===== config.mk =====
export PLATFORM = sky130hd
export DESIGN_NAME = tracker_box_update_top
export DESIGN_NICKNAME = d
export VERILOG_FILES = /design/src/tbu_pkg.sv /design/src/tbu_mul.sv /design/src/tbu_sqrt.sv /design/src/tracker_box_update_top.sv
export SDC_FILE = /design/constraint.sdc
export NUM_CORES = 2
export LEC_CHECK = 0
export BUFFER_PORTS_ARGS = -buffer_cell sky130_fd_sc_hd__buf_2
export CAP_MARGIN = 10
export CORE_ASPECT_RATIO = 1.75
export CORE_MARGIN = 5
export CORE_UTILIZATION = 62
export DETAILED_ROUTE_END_ITERATION = 6
export PLACE_DENSITY = 0.8
export SLEW_MARGIN = 40
export SYNTH_ARGS = -nofsm -noshare
export SYNTH_HDL_FRONTEND = slang
export SYNTH_SLANG_ARGS = --single-unit
export TNS_END_PERCENT = 20

===== constraint.sdc =====
create_clock -name clk -period 27.9 [get_ports clk]
set_input_delay 2.79 -clock clk [delete_from_list [all_inputs] [get_ports clk]]
set_output_delay 2.79 -clock clk [all_outputs]
set_load 0.05 [all_outputs]

===== src/tbu_pkg.sv =====
// Shared types, widths and codes for the tracker box update block.
// No dependencies; every other file of the block imports it.
package tbu_pkg;

	localparam int COORD_BITS = 13;
	localparam int LB_W       = (COORD_BITS + 1 > 14) ? COORD_BITS + 1 : 14;
	localparam int W_W        = LB_W - 1;
	localparam int FRAME_W    = 13;
	localparam int PRED_W     = 18;
	localparam int SCORE_W    = 16;
	localparam int FACTOR_W   = 12;
	localparam int MARGIN_W   = 8;
	localparam int PHASE_W    = 16;
	localparam int BEST_W     = 18;
	localparam int CFG_W      = 16;
	localparam int CFG_IDX_W  = 3;

	localparam int MA_W = 2 * W_W + 1;
	localparam int MB_W = 2 * FACTOR_W + 1;
	localparam int P_W  = MA_W + MB_W;
	localparam int N_W  = 2 * W_W + 2 * FACTOR_W;
	localparam int R_W  = N_W / 2;
	localparam int C_W  = R_W - 7;
	localparam int K_W  = C_W + 3;
	localparam int E_W  = C_W + 22;
	localparam int SQ_CNT_W = $clog2(R_W);

	localparam int OFF_PRED  = 4 * COORD_BITS;
	localparam int OFF_SCORE = OFF_PRED + 4 * PRED_W;
	localparam int OFF_FW    = OFF_SCORE + SCORE_W;
	localparam int OFF_FH    = OFF_FW + FRAME_W;
	localparam int IN_BITS   = OFF_FH + FRAME_W;
	localparam int IN_DATA_W = ((IN_BITS + 7) / 8) * 8;
	localparam int OUT_BITS  = 4 * COORD_BITS + SCORE_W;
	localparam int OUT_DATA_W = ((OUT_BITS + 7) / 8) * 8;
	localparam int OUT_USER_W = 3;

	localparam logic signed [BEST_W-1:0] BEST_RESET = -(BEST_W'(65536));

	typedef enum logic [CFG_IDX_W-1:0] {
		CFG_SEARCH_SIZE      = 3'd0,
		CFG_SEARCH_FACTOR    = 3'd1,
		CFG_SCORE_FLOOR      = 3'd2,
		CFG_CAPTURE_SCORE    = 3'd3,
		CFG_SCORE_DECAY      = 3'd4,
		CFG_EDGE_MARGIN      = 3'd5,
		CFG_REFRESH_INTERVAL = 3'd6
	} cfg_idx_t;

	typedef struct packed {
		logic           done;
		logic [R_W-1:0] root;
		logic           inexact;
	} sqrt_res_t;

endpackage


===== src/tbu_mul.sv =====
// Shared signed multiplier with a registered product.
// Depends on tbu_pkg for operand widths.
module tbu_mul import tbu_pkg::*; (
	input  logic                   clk,
	input  logic signed [MA_W-1:0] a,
	input  logic signed [MB_W-1:0] b,
	output logic signed [P_W-1:0]  p
);

	logic signed [P_W-1:0] p_q;

	always_ff @(posedge clk) begin
		p_q <= a * b;
	end

	assign p = p_q;

endmodule


===== src/tbu_sqrt.sv =====
// Digit-by-digit integer square root, one root bit per cycle.
// Depends on tbu_pkg for widths and the result struct.
module tbu_sqrt import tbu_pkg::*; (
	input  logic           clk,
	input  logic           arst_n,
	input  logic           start,
	input  logic [N_W-1:0] radicand,
	output sqrt_res_t      res
);

	logic                busy_q;
	logic                done_q;
	logic [SQ_CNT_W-1:0] cnt_q;
	logic [N_W-1:0]      n_q;
	logic [R_W:0]        rem_q;
	logic [R_W-1:0]      root_q;
	logic [R_W+2:0]      trial;
	logic [R_W+2:0]      test;
	logic [R_W+2:0]      diff;
	logic                last;

	assign trial = {rem_q, n_q[N_W-1 -: 2]};
	assign test  = {1'b0, root_q, 2'b01};
	assign diff  = trial - test;
	assign last  = (cnt_q == SQ_CNT_W'(R_W - 1));

	always_ff @(posedge clk or negedge arst_n) begin
		if (!arst_n) begin
			busy_q <= 1'b0;
			done_q <= 1'b0;
		end else begin
			done_q <= busy_q && last;
			if (start) begin
				busy_q <= 1'b1;
			end else if (busy_q && last) begin
				busy_q <= 1'b0;
			end
		end
	end

	always_ff @(posedge clk) begin
		if (start) begin
			n_q    <= radicand;
			rem_q  <= '0;
			root_q <= '0;
			cnt_q  <= '0;
		end else if (busy_q) begin
			n_q   <= n_q << 2;
			cnt_q <= cnt_q + 1'b1;
			if (trial >= test) begin
				rem_q  <= diff[R_W:0];
				root_q <= {root_q[R_W-2:0], 1'b1};
			end else begin
				rem_q  <= trial[R_W:0];
				root_q <= {root_q[R_W-2:0], 1'b0};
			end
		end
	end

	assign res.done    = done_q;
	assign res.root    = root_q;
	assign res.inexact = |rem_q;

endmodule


===== src/tracker_box_update_top.sv =====
// Top level of the tracker box update block: sequencer, state and datapath.
// Depends on tbu_pkg, tbu_mul and tbu_sqrt.
//
// Input stream s_axis: one transfer is one item. tuser is the operation
// (0 loads the initial box, 1 tracks one frame). An init item is taken while
// idle and gives no result. A track item gives exactly one result on
// m_axis; tuser[0] says whether a box was found, otherwise the result is
// all zero.
// A track item runs from its transfer to the loading of the result
// register through three steps on the shared multiplier for the crop
// area, the start of the square root, the square root unit, the crop
// check, four box products, the score decay and the final step. An
// item that fails the crop or prediction check goes from the crop check
// to the final step, one whose stored box is invalid straight from its
// transfer to the final step.
// s_axis_tready is high only while the sequencer is idle, so the input
// is held off until a track item has left the final step.
// The result sits in an output register; the sequencer accepts the next
// item while it waits and stalls only when a second result is ready
// before the first has been taken.
// Reset clears the stored box and frame phase, sets best_q to BEST_RESET
// and loads register defaults. Configuration is written through cfg_wen.
module tracker_box_update_top import tbu_pkg::*; (
	input  logic                  clk,
	input  logic                  arst_n,
	input  logic                  cfg_wen,
	input  logic [CFG_IDX_W-1:0]  cfg_index,
	input  logic [CFG_W-1:0]      cfg_wdata,
	input  logic                  s_axis_tvalid,
	output logic                  s_axis_tready,
	// start_x0, start_y0, start_x1, start_y1, pred_cx, pred_cy, pred_w, pred_h,
	// score, frame_width, frame_height
	input  logic [IN_DATA_W-1:0]  s_axis_tdata,
	// operation
	input  logic                  s_axis_tuser,
	output logic                  m_axis_tvalid,
	input  logic                  m_axis_tready,
	// box_x0, box_y0, box_x1, box_y1, box_score
	output logic [OUT_DATA_W-1:0] m_axis_tdata,
	// found, capture_template, refresh_template
	output logic [OUT_USER_W-1:0] m_axis_tuser
);

	typedef enum logic [12:0] {
		S_IDLE = 13'b0000000000001,
		S_WH   = 13'b0000000000010,
		S_S2   = 13'b0000000000100,
		S_N    = 13'b0000000001000,
		S_SQS  = 13'b0000000010000,
		S_SQRT = 13'b0000000100000,
		S_CROP = 13'b0000001000000,
		S_CX   = 13'b0000010000000,
		S_CY   = 13'b0000100000000,
		S_PW   = 13'b0001000000000,
		S_PH   = 13'b0010000000000,
		S_DEC  = 13'b0100000000000,
		S_FIN  = 13'b1000000000000
	} state_t;

	state_t state_q;

	logic [FACTOR_W-1:0] factor_q;
	logic [SCORE_W-1:0]  floor_q;
	logic [SCORE_W-1:0]  capture_q;
	logic [SCORE_W-1:0]  decay_q;
	logic [MARGIN_W-1:0] margin_q;
	logic [PHASE_W-1:0]  interval_q;

	logic signed [LB_W-1:0]   last_box_q [4];
	logic [PHASE_W-1:0]       phase_q;
	logic signed [BEST_W-1:0] best_q;

	logic signed [PRED_W-1:0] pcx_q, pcy_q, pw_q, ph_q;
	logic [SCORE_W-1:0]       score_q;
	logic [FRAME_W-1:0]       fw_q, fh_q;

	logic [2*W_W-1:0]        wh_q;
	logic [C_W-1:0]          c_q;
	logic signed [E_W-1:0]   cxp_q, cyp_q, wp_q, hp_q;
	logic                    found_q, cap_q, refresh_q;
	logic signed [LB_W-1:0]  res_box_q [4];
	logic signed [BEST_W-1:0] new_best_q;

	logic                  out_valid_q;
	logic [OUT_DATA_W-1:0] out_data_q;
	logic [OUT_USER_W-1:0] out_user_q;

	logic signed [COORD_BITS-1:0] in_box [4];
	logic signed [MA_W-1:0] mul_a;
	logic signed [MB_W-1:0] mul_b;
	logic signed [P_W-1:0]  mul_p;
	sqrt_res_t              sq_res;
	logic                   sq_start;

	logic                   box_bad;
	logic signed [LB_W-1:0] w_s, h_s;
	logic [PHASE_W:0]       phase_inc;
	logic [PHASE_W-1:0]     phase_next;
	logic [R_W:0]           c_sum;
	logic signed [K_W-1:0]  vx, vy;
	logic                   pred_bad;
	logic signed [BEST_W-1:0] dec_best;
	logic signed [BEST_W-1:0] score_ext;
	logic                   cap_now;
	logic signed [E_W-1:0]  e0, e1, e2, e3;
	logic                   in_xfer;
	logic                   fin_go;

	function automatic logic crop_ok(logic signed [K_W-1:0] v, logic [C_W-1:0] c,
			logic [FRAME_W-1:0] size);
		logic signed [K_W-1:0] lo, hi, lim, mn, mx;
		lo  = (v >>> 1) + $signed(K_W'({1'b0, v[0] & ~v[K_W-1]}));
		hi  = lo + K_W'($signed({1'b0, c}));
		lim = K_W'($signed({1'b0, size})) - K_W'(1);
		mn  = (hi < lim) ? hi : lim;
		mx  = (lo > 0) ? lo : '0;
		return mn > mx;
	endfunction

	function automatic logic signed [E_W-1:0] box_edge(logic signed [E_W-1:0] cp,
			logic signed [E_W-1:0] hp, logic signed [K_W-1:0] v, logic plus);
		logic signed [E_W-1:0] ctr;
		logic signed [E_W-1:0] sum;
		ctr = (cp <<< 1) + (E_W'(v) <<< 16);
		sum = plus ? ctr + hp : ctr - hp;
		return sum >>> 17;
	endfunction

	function automatic logic signed [LB_W-1:0] clip_lo(logic signed [E_W-1:0] v,
			logic [FRAME_W-1:0] size, logic [MARGIN_W-1:0] m);
		logic signed [E_W-1:0] lim, t;
		lim = E_W'($signed({1'b0, size})) - E_W'($signed({1'b0, m}));
		if (lim < 0)
			lim = '0;
		t = (v < 0) ? '0 : v;
		if (t > lim)
			t = lim;
		return t[LB_W-1:0];
	endfunction

	function automatic logic signed [LB_W-1:0] clip_hi(logic signed [E_W-1:0] v,
			logic [FRAME_W-1:0] size, logic [MARGIN_W-1:0] m);
		logic signed [E_W-1:0] sz, mg, t;
		sz = E_W'($signed({1'b0, size}));
		mg = E_W'($signed({1'b0, m}));
		t  = (v < mg) ? mg : v;
		if (t > sz)
			t = sz;
		return t[LB_W-1:0];
	endfunction

	always_comb begin
		for (int i = 0; i < 4; i++)
			in_box[i] = s_axis_tdata[i*COORD_BITS +: COORD_BITS];
	end

	assign s_axis_tready = (state_q == S_IDLE);
	assign in_xfer       = s_axis_tvalid && s_axis_tready;
	assign fin_go        = !out_valid_q || m_axis_tready;

	assign box_bad = last_box_q[0] < 0 || last_box_q[1] < 0 ||
		last_box_q[2] <= last_box_q[0] || last_box_q[3] <= last_box_q[1];
	assign w_s = last_box_q[2] - last_box_q[0];
	assign h_s = last_box_q[3] - last_box_q[1];

	assign phase_inc  = {1'b0, phase_q} + (PHASE_W+1)'(1);
	assign phase_next = (phase_inc >= {1'b0, interval_q}) ? '0 : phase_inc[PHASE_W-1:0];

	assign c_sum = {1'b0, sq_res.root} + (R_W+1)'(sq_res.inexact) + (R_W+1)'(255);

	assign vx = K_W'(last_box_q[0]) + K_W'(last_box_q[2]) - K_W'($signed({1'b0, c_q}));
	assign vy = K_W'(last_box_q[1]) + K_W'(last_box_q[3]) - K_W'($signed({1'b0, c_q}));

	assign pred_bad = pcx_q < 0 || pcy_q < 0 || pw_q <= 0 || ph_q <= 0 || score_q < floor_q;

	assign dec_best  = mul_p[16 +: BEST_W];
	assign score_ext = $signed({2'b00, score_q});
	assign cap_now   = score_q > capture_q && score_ext > dec_best;

	assign e0 = box_edge(cxp_q, wp_q, vx, 1'b0);
	assign e1 = box_edge(cyp_q, hp_q, vy, 1'b0);
	assign e2 = box_edge(cxp_q, wp_q, vx, 1'b1);
	assign e3 = box_edge(cyp_q, hp_q, vy, 1'b1);

	assign sq_start = (state_q == S_SQS);

	always_comb begin
		mul_a = '0;
		mul_b = MB_W'($signed({1'b0, c_q}));
		unique case (state_q)
			S_WH: begin
				mul_a = MA_W'($signed({1'b0, w_s[W_W-1:0]}));
				mul_b = MB_W'($signed({1'b0, h_s[W_W-1:0]}));
			end
			S_S2: begin
				mul_a = MA_W'($signed({1'b0, factor_q}));
				mul_b = MB_W'($signed({1'b0, factor_q}));
			end
			S_N: begin
				mul_a = $signed({1'b0, wh_q});
				mul_b = $signed({1'b0, mul_p[2*FACTOR_W-1:0]});
			end
			S_CROP: mul_a = MA_W'(pcx_q);
			S_CX:   mul_a = MA_W'(pcy_q);
			S_CY:   mul_a = MA_W'(pw_q);
			S_PW:   mul_a = MA_W'(ph_q);
			S_PH: begin
				mul_a = MA_W'(best_q);
				mul_b = MB_W'($signed({1'b0, decay_q}));
			end
			default: mul_a = '0;
		endcase
	end

	tbu_mul u_mul (
		.clk (clk),
		.a   (mul_a),
		.b   (mul_b),
		.p   (mul_p)
	);

	tbu_sqrt u_sqrt (
		.clk      (clk),
		.arst_n   (arst_n),
		.start    (sq_start),
		.radicand (mul_p[N_W-1:0]),
		.res      (sq_res)
	);

	always_ff @(posedge clk or negedge arst_n) begin
		if (!arst_n) begin
			state_q     <= S_IDLE;
			factor_q    <= FACTOR_W'(1024);
			floor_q     <= SCORE_W'(6554);
			capture_q   <= SCORE_W'(58982);
			decay_q     <= SCORE_W'(65535);
			margin_q    <= MARGIN_W'(10);
			interval_q  <= PHASE_W'(200);
			for (int i = 0; i < 4; i++)
				last_box_q[i] <= '0;
			phase_q     <= '0;
			best_q      <= BEST_RESET;
			out_valid_q <= 1'b0;
			found_q     <= 1'b0;
		end else begin
			if (cfg_wen) begin
				unique case (cfg_idx_t'(cfg_index))
					CFG_SEARCH_FACTOR:    factor_q   <= cfg_wdata[FACTOR_W-1:0];
					CFG_SCORE_FLOOR:      floor_q    <= cfg_wdata[SCORE_W-1:0];
					CFG_CAPTURE_SCORE:    capture_q  <= cfg_wdata[SCORE_W-1:0];
					CFG_SCORE_DECAY:      decay_q    <= cfg_wdata[SCORE_W-1:0];
					CFG_EDGE_MARGIN:      margin_q   <= cfg_wdata[MARGIN_W-1:0];
					CFG_REFRESH_INTERVAL: interval_q <= cfg_wdata[PHASE_W-1:0];
					default: ;
				endcase
			end

			if (state_q == S_FIN && fin_go)
				out_valid_q <= 1'b1;
			else if (m_axis_tready)
				out_valid_q <= 1'b0;

			unique case (state_q)
				S_IDLE: begin
					if (in_xfer) begin
						if (!s_axis_tuser) begin
							for (int i = 0; i < 4; i++)
								last_box_q[i] <= LB_W'(in_box[i]);
						end else begin
							phase_q <= phase_next;
							found_q <= 1'b0;
							state_q <= box_bad ? S_FIN : S_WH;
						end
					end
				end
				S_WH:   state_q <= S_S2;
				S_S2:   state_q <= S_N;
				S_N:    state_q <= S_SQS;
				S_SQS:  state_q <= S_SQRT;
				S_SQRT: begin
					if (sq_res.done)
						state_q <= S_CROP;
				end
				S_CROP: begin
					if (!crop_ok(vx, c_q, fw_q) || !crop_ok(vy, c_q, fh_q) || pred_bad)
						state_q <= S_FIN;
					else
						state_q <= S_CX;
				end
				S_CX:  state_q <= S_CY;
				S_CY:  state_q <= S_PW;
				S_PW:  state_q <= S_PH;
				S_PH:  state_q <= S_DEC;
				S_DEC: begin
					found_q <= 1'b1;
					state_q <= S_FIN;
				end
				S_FIN: begin
					if (fin_go) begin
						if (found_q) begin
							for (int i = 0; i < 4; i++)
								last_box_q[i] <= res_box_q[i];
							best_q <= new_best_q;
						end
						state_q <= S_IDLE;
					end
				end
				default: state_q <= S_IDLE;
			endcase
		end
	end

	always_ff @(posedge clk) begin
		if (in_xfer && s_axis_tuser) begin
			pcx_q     <= s_axis_tdata[OFF_PRED +: PRED_W];
			pcy_q     <= s_axis_tdata[OFF_PRED + PRED_W +: PRED_W];
			pw_q      <= s_axis_tdata[OFF_PRED + 2*PRED_W +: PRED_W];
			ph_q      <= s_axis_tdata[OFF_PRED + 3*PRED_W +: PRED_W];
			score_q   <= s_axis_tdata[OFF_SCORE +: SCORE_W];
			fw_q      <= s_axis_tdata[OFF_FW +: FRAME_W];
			fh_q      <= s_axis_tdata[OFF_FH +: FRAME_W];
			refresh_q <= (phase_next == '0);
		end
		if (state_q == S_S2)
			wh_q <= mul_p[2*W_W-1:0];
		if (state_q == S_SQRT && sq_res.done)
			c_q <= c_sum[R_W:8];
		if (state_q == S_CX)
			cxp_q <= mul_p[E_W-1:0];
		if (state_q == S_CY)
			cyp_q <= mul_p[E_W-1:0];
		if (state_q == S_PW)
			wp_q <= mul_p[E_W-1:0];
		if (state_q == S_PH)
			hp_q <= mul_p[E_W-1:0];
		if (state_q == S_DEC) begin
			res_box_q[0] <= clip_lo(e0, fw_q, margin_q);
			res_box_q[1] <= clip_lo(e1, fh_q, margin_q);
			res_box_q[2] <= clip_hi(e2, fw_q, margin_q);
			res_box_q[3] <= clip_hi(e3, fh_q, margin_q);
			cap_q        <= cap_now;
			if (refresh_q)
				new_best_q <= BEST_RESET;
			else
				new_best_q <= cap_now ? score_ext : dec_best;
		end
		if (state_q == S_FIN && fin_go) begin
			if (found_q) begin
				out_data_q <= OUT_DATA_W'({score_q,
					res_box_q[3][COORD_BITS-1:0], res_box_q[2][COORD_BITS-1:0],
					res_box_q[1][COORD_BITS-1:0], res_box_q[0][COORD_BITS-1:0]});
				out_user_q <= {refresh_q, cap_q, 1'b1};
			end else begin
				out_data_q <= '0;
				out_user_q <= '0;
			end
		end
	end

	assign m_axis_tvalid = out_valid_q;
	assign m_axis_tdata  = out_data_q;
	assign m_axis_tuser  = out_user_q;

endmodule


==> results.yml <==
die:
  io_pins: 270
  core_um2: 123000
  initial_utilization: 0.624
  die_w_um: 276
  fp.dieH_um: 475
  die_footprint_um2: 131000
  rows: 170
critical_path:
  reg2reg_from: "c_q[2]"
  setup.worst_path.start: "c_q[2]"
  timing.critical_path.from_type: "flop"
  critical_path_required_ns: 28.35
  setup.worst_path.end_class: "flop"
  worst-path-max-fanout: 22
  cp.arrival_ns: 13.55
  critical_path.top_delay_family: "compound AO/OA/AOI/OAI gates"
  critical-path-max-stage-delay_ns: 0.92
  critical_path.most_common_cell: "sky130_fd_sc_hd__o21a_1"
  cp.buffers_inverters: 2
  crit_type: "flop to flop"
  critPathSlowestCell: "sky130_fd_sc_hd__edfxtp_1"
clock_network:
  clock_transition_at_the_registers_of_the_reported_paths_ns: 0.07
  cts_buffers: 81
  ctsRootBufferMaster: "sky130_fd_sc_hd__clkbuf_16"
  ctsResizeCount: 0
  clk_latency_ns: 0.73
  cts_num_sinks: 810
  depth_of_the_cts_h_tree: 3
  clock_tree.buffer_depth: 3
  cts_post_setup_buffers_inserted: 0
  cts_hold_repair.buffers: 0
  tritoncts: "done"
layout:
  final_common_cell: "sky130_fd_sc_hd__inv_1"
  syn2layout_area_growth_pct: 8.78
  num-fill-cells: 9803
  final_net_count: 9801
  drive_above_1_share: 0.101
  mostFrequentLayoutCells: "1,206 x sky130_fd_sc_hd__inv_1, 805 x sky130_fd_sc_hd__nand2_1, 715 x sky130_fd_sc_hd__ha_1, 705 x sky130_fd_sc_hd__fa_1, 561 x sky130_fd_sc_hd__nor2_1"
yosys:
  post_synth_and_or_nand_nor_area_fraction: 0.138
  dominantRegCellSynth: "sky130_fd_sc_hd__edfxtp_1"
  post_synth_xor_area_fraction: 0.0406
  synth_edf_count: 513
  ys_ff_latch: 810
  syn_area_um2: 76600
  synth.avg_cell_area_um2: 9.63
  synth.yosys.warnings: 0
  muxShareOfSynthArea: 0.0370
  syn_inst: 7957
  ffs_w_async_s_r_synth: 0.236
  synth_compound_area_frac: 0.118
  synth_cell_types: 106
  synth_seq_area_share: 0.292
  main_combinational_cell_family_by_area_after_synthesis: "adder cells"
  synth-adder-area-share: 0.302
drt:
  top_layer_used: "met5"
  detailedRoute.firstPassIterationCount: 7
  drt-met1-wl_mm: 85.6
  drt-wirelength-per-cell_um: 27.1
  post-route-drc-count: 9
  viasPerCell: 6.25
  num_vias: 61900
  detailroute.wirelength.met3_mm: 22.5
  route.antenna.remaining_nets: 0
  detail_route_met2_wl_mm: 128
  detail_route.wirelength_mm: 269
  drtIter0Drc: 5815
min_path:
  timing.hold.worst.class: "flop to flop"
  hold_path_startpoint: "new_best_q[15]"
global_route:
  grt_pass1_vias: 63800
  grt_pass1_wl_mm: 392
  grt_antenna_before_repair: 35
  grt_max_degree: 113
  grt_util_all_layers: 0.409
  overall_overflow_remaining_after_global_route: 0
run:
  max-cap-violations: 0
timing:
  timing.final.setup_violations: 0
  slew_headroom: 0.350
  transition_time_at_the_pin_with_the_least_slew_margin_ns: 0.972
  rsz0062_at_grt: "false"
  timing.setup.tns_ns: 0
  finalCriticalPeriod_ns: 13.10
  worst_clock_skew_ns: 0.0479
  hold_viol_final: 0
  timing_max_transition_violations_final: 0
  period_share: 0.470
  fmax_mhz: 76.3
placement:
  gp_congestion: 1.02
  detailedPlacementHpwl_mm: 213
  port_buffers: 263
run_status:
  status: "complete, but fails checks"
  failed_checks: "DRC"
==> per-stage QoR <==
step	util	setup slack, ns	area, um2	instances	hold WS [ns]
global route	0.679	13.94	83300	9892	0.501
detailed placement	0.655	14.91	80400	9733	0.474
CTS	0.678	14.80	83200	9884	0.488
global placement	0.653	14.95	80200	9728	0.464
finish	0.679	14.80	83300	9906	0.486
floorplan	-	17.28	76700	7973	0.423
==> registers in the layout (all words and copies together), names as in the netlist, 39 cells and up <==
register      cells
wp_q             40
res_box_q        56
m_axis_tdata     68
u_mul.p          50
cxp_q            39
last_box_q       56
u_sqrt.n_q       50
hp_q             40
cyp_q            39
==> per-layer routing <==
metal,vias up,GRT usage
met2,3299,0.682
met3,1214,0.0801
li1,27200,-
met1,30200,0.432
met5,-,0
met4,10,0.375
==> worst register-to-register path, delay by kind of cell (launching register included) <==
kind,cells,cell delay [ns]
muxes,1,0.36
xor gates and xnor gates,1,0.23
adders and majority gates,6,2.46
AOI/OAI and AO/OA,24,5.94
buffers and inverters,2,0.36
DFF,1,0.92
and+or+nand+nor,8,2.58
==> path summary, 6_finish.rpt <==
kind	endpoint	slack (ns)	cells after the start
worst max-delay path	res_box_q[3][10]	14.80	42
worst min-delay path	best_q[15]	0.49	1
worst max register to register	res_box_q[3][10]	14.80	42
worst min register to register	best_q[15]	0.49	1
max in group asynchronous	last_box_q[4]	24.01	4
min in group asynchronous	interval_q[10]	2.08	1
==> cell families after synthesis <==
group                    count (synthesis)
AO/OA/AOI/OAI                         1381
XOR/XNOR                               350
adder cells (fa/ha/maj)               1424
buffers and inverters                 1475
flip-flops                             810
multiplexers                           268
other                                    2
AND/OR/NAND/NOR                       2247
==> layout make-up <==
class | instances | area, um2 | area share
Sequential cell | 810 | 22400 | 0.268
Antenna cell | 18 | 45.0 | 0.000541
Tap cell | 1634 | 2040 | 0.0245
Inverter | 1207 | 4540 | 0.0544
Clock buffer | 104 | 2260 | 0.0271
Timing Repair Buffer | 398 | 2400 | 0.0288
Multi-Input combinational cell | 5688 | 49200 | 0.590
Clock inverter | 47 | 531 | 0.00637
==> cell usage after synthesis (45+ instances only) <==
cell	count	area share
sky130_fd_sc_hd__inv_1	1207	0.059
sky130_fd_sc_hd__nand2_1	811	0.040
sky130_fd_sc_hd__ha_1	716	0.12
sky130_fd_sc_hd__fa_1	706	0.18
sky130_fd_sc_hd__nor2_1	564	0.028
sky130_fd_sc_hd__edfxtp_1	513	0.20
sky130_fd_sc_hd__a21oi_1	409	0.027
sky130_fd_sc_hd__o21ai_0	274	0.018
sky130_fd_sc_hd__xnor2_1	253	0.029
sky130_fd_sc_hd__clkbuf_1	238	0.012
sky130_fd_sc_hd__dfrtp_1	150	0.049
sky130_fd_sc_hd__mux2i_1	146	0.019
sky130_fd_sc_hd__nor2b_1	135	0.011
sky130_fd_sc_hd__and2_1	125	0.010
sky130_fd_sc_hd__mux2_2	122	0.018
sky130_fd_sc_hd__a21o_1	111	0.011
sky130_fd_sc_hd__dfxtp_1	106	0.028
sky130_fd_sc_hd__nand3_1	104	0.0068
sky130_fd_sc_hd__o21a_1	96	0.0094
sky130_fd_sc_hd__nor3_1	95	0.0062
sky130_fd_sc_hd__xor2_1	92	0.011
sky130_fd_sc_hd__nand4_1	89	0.0073
sky130_fd_sc_hd__nor4_1	65	0.0053
sky130_fd_sc_hd__nand2b_1	60	0.0049
sky130_fd_sc_hd__o21bai_1	53	0.0052
sky130_fd_sc_hd__a211oi_1	45	0.0044
Power is left out: the tool's default activity adds up to more than one toggle a clock period on the data nets, which glitch-free logic cannot reach.
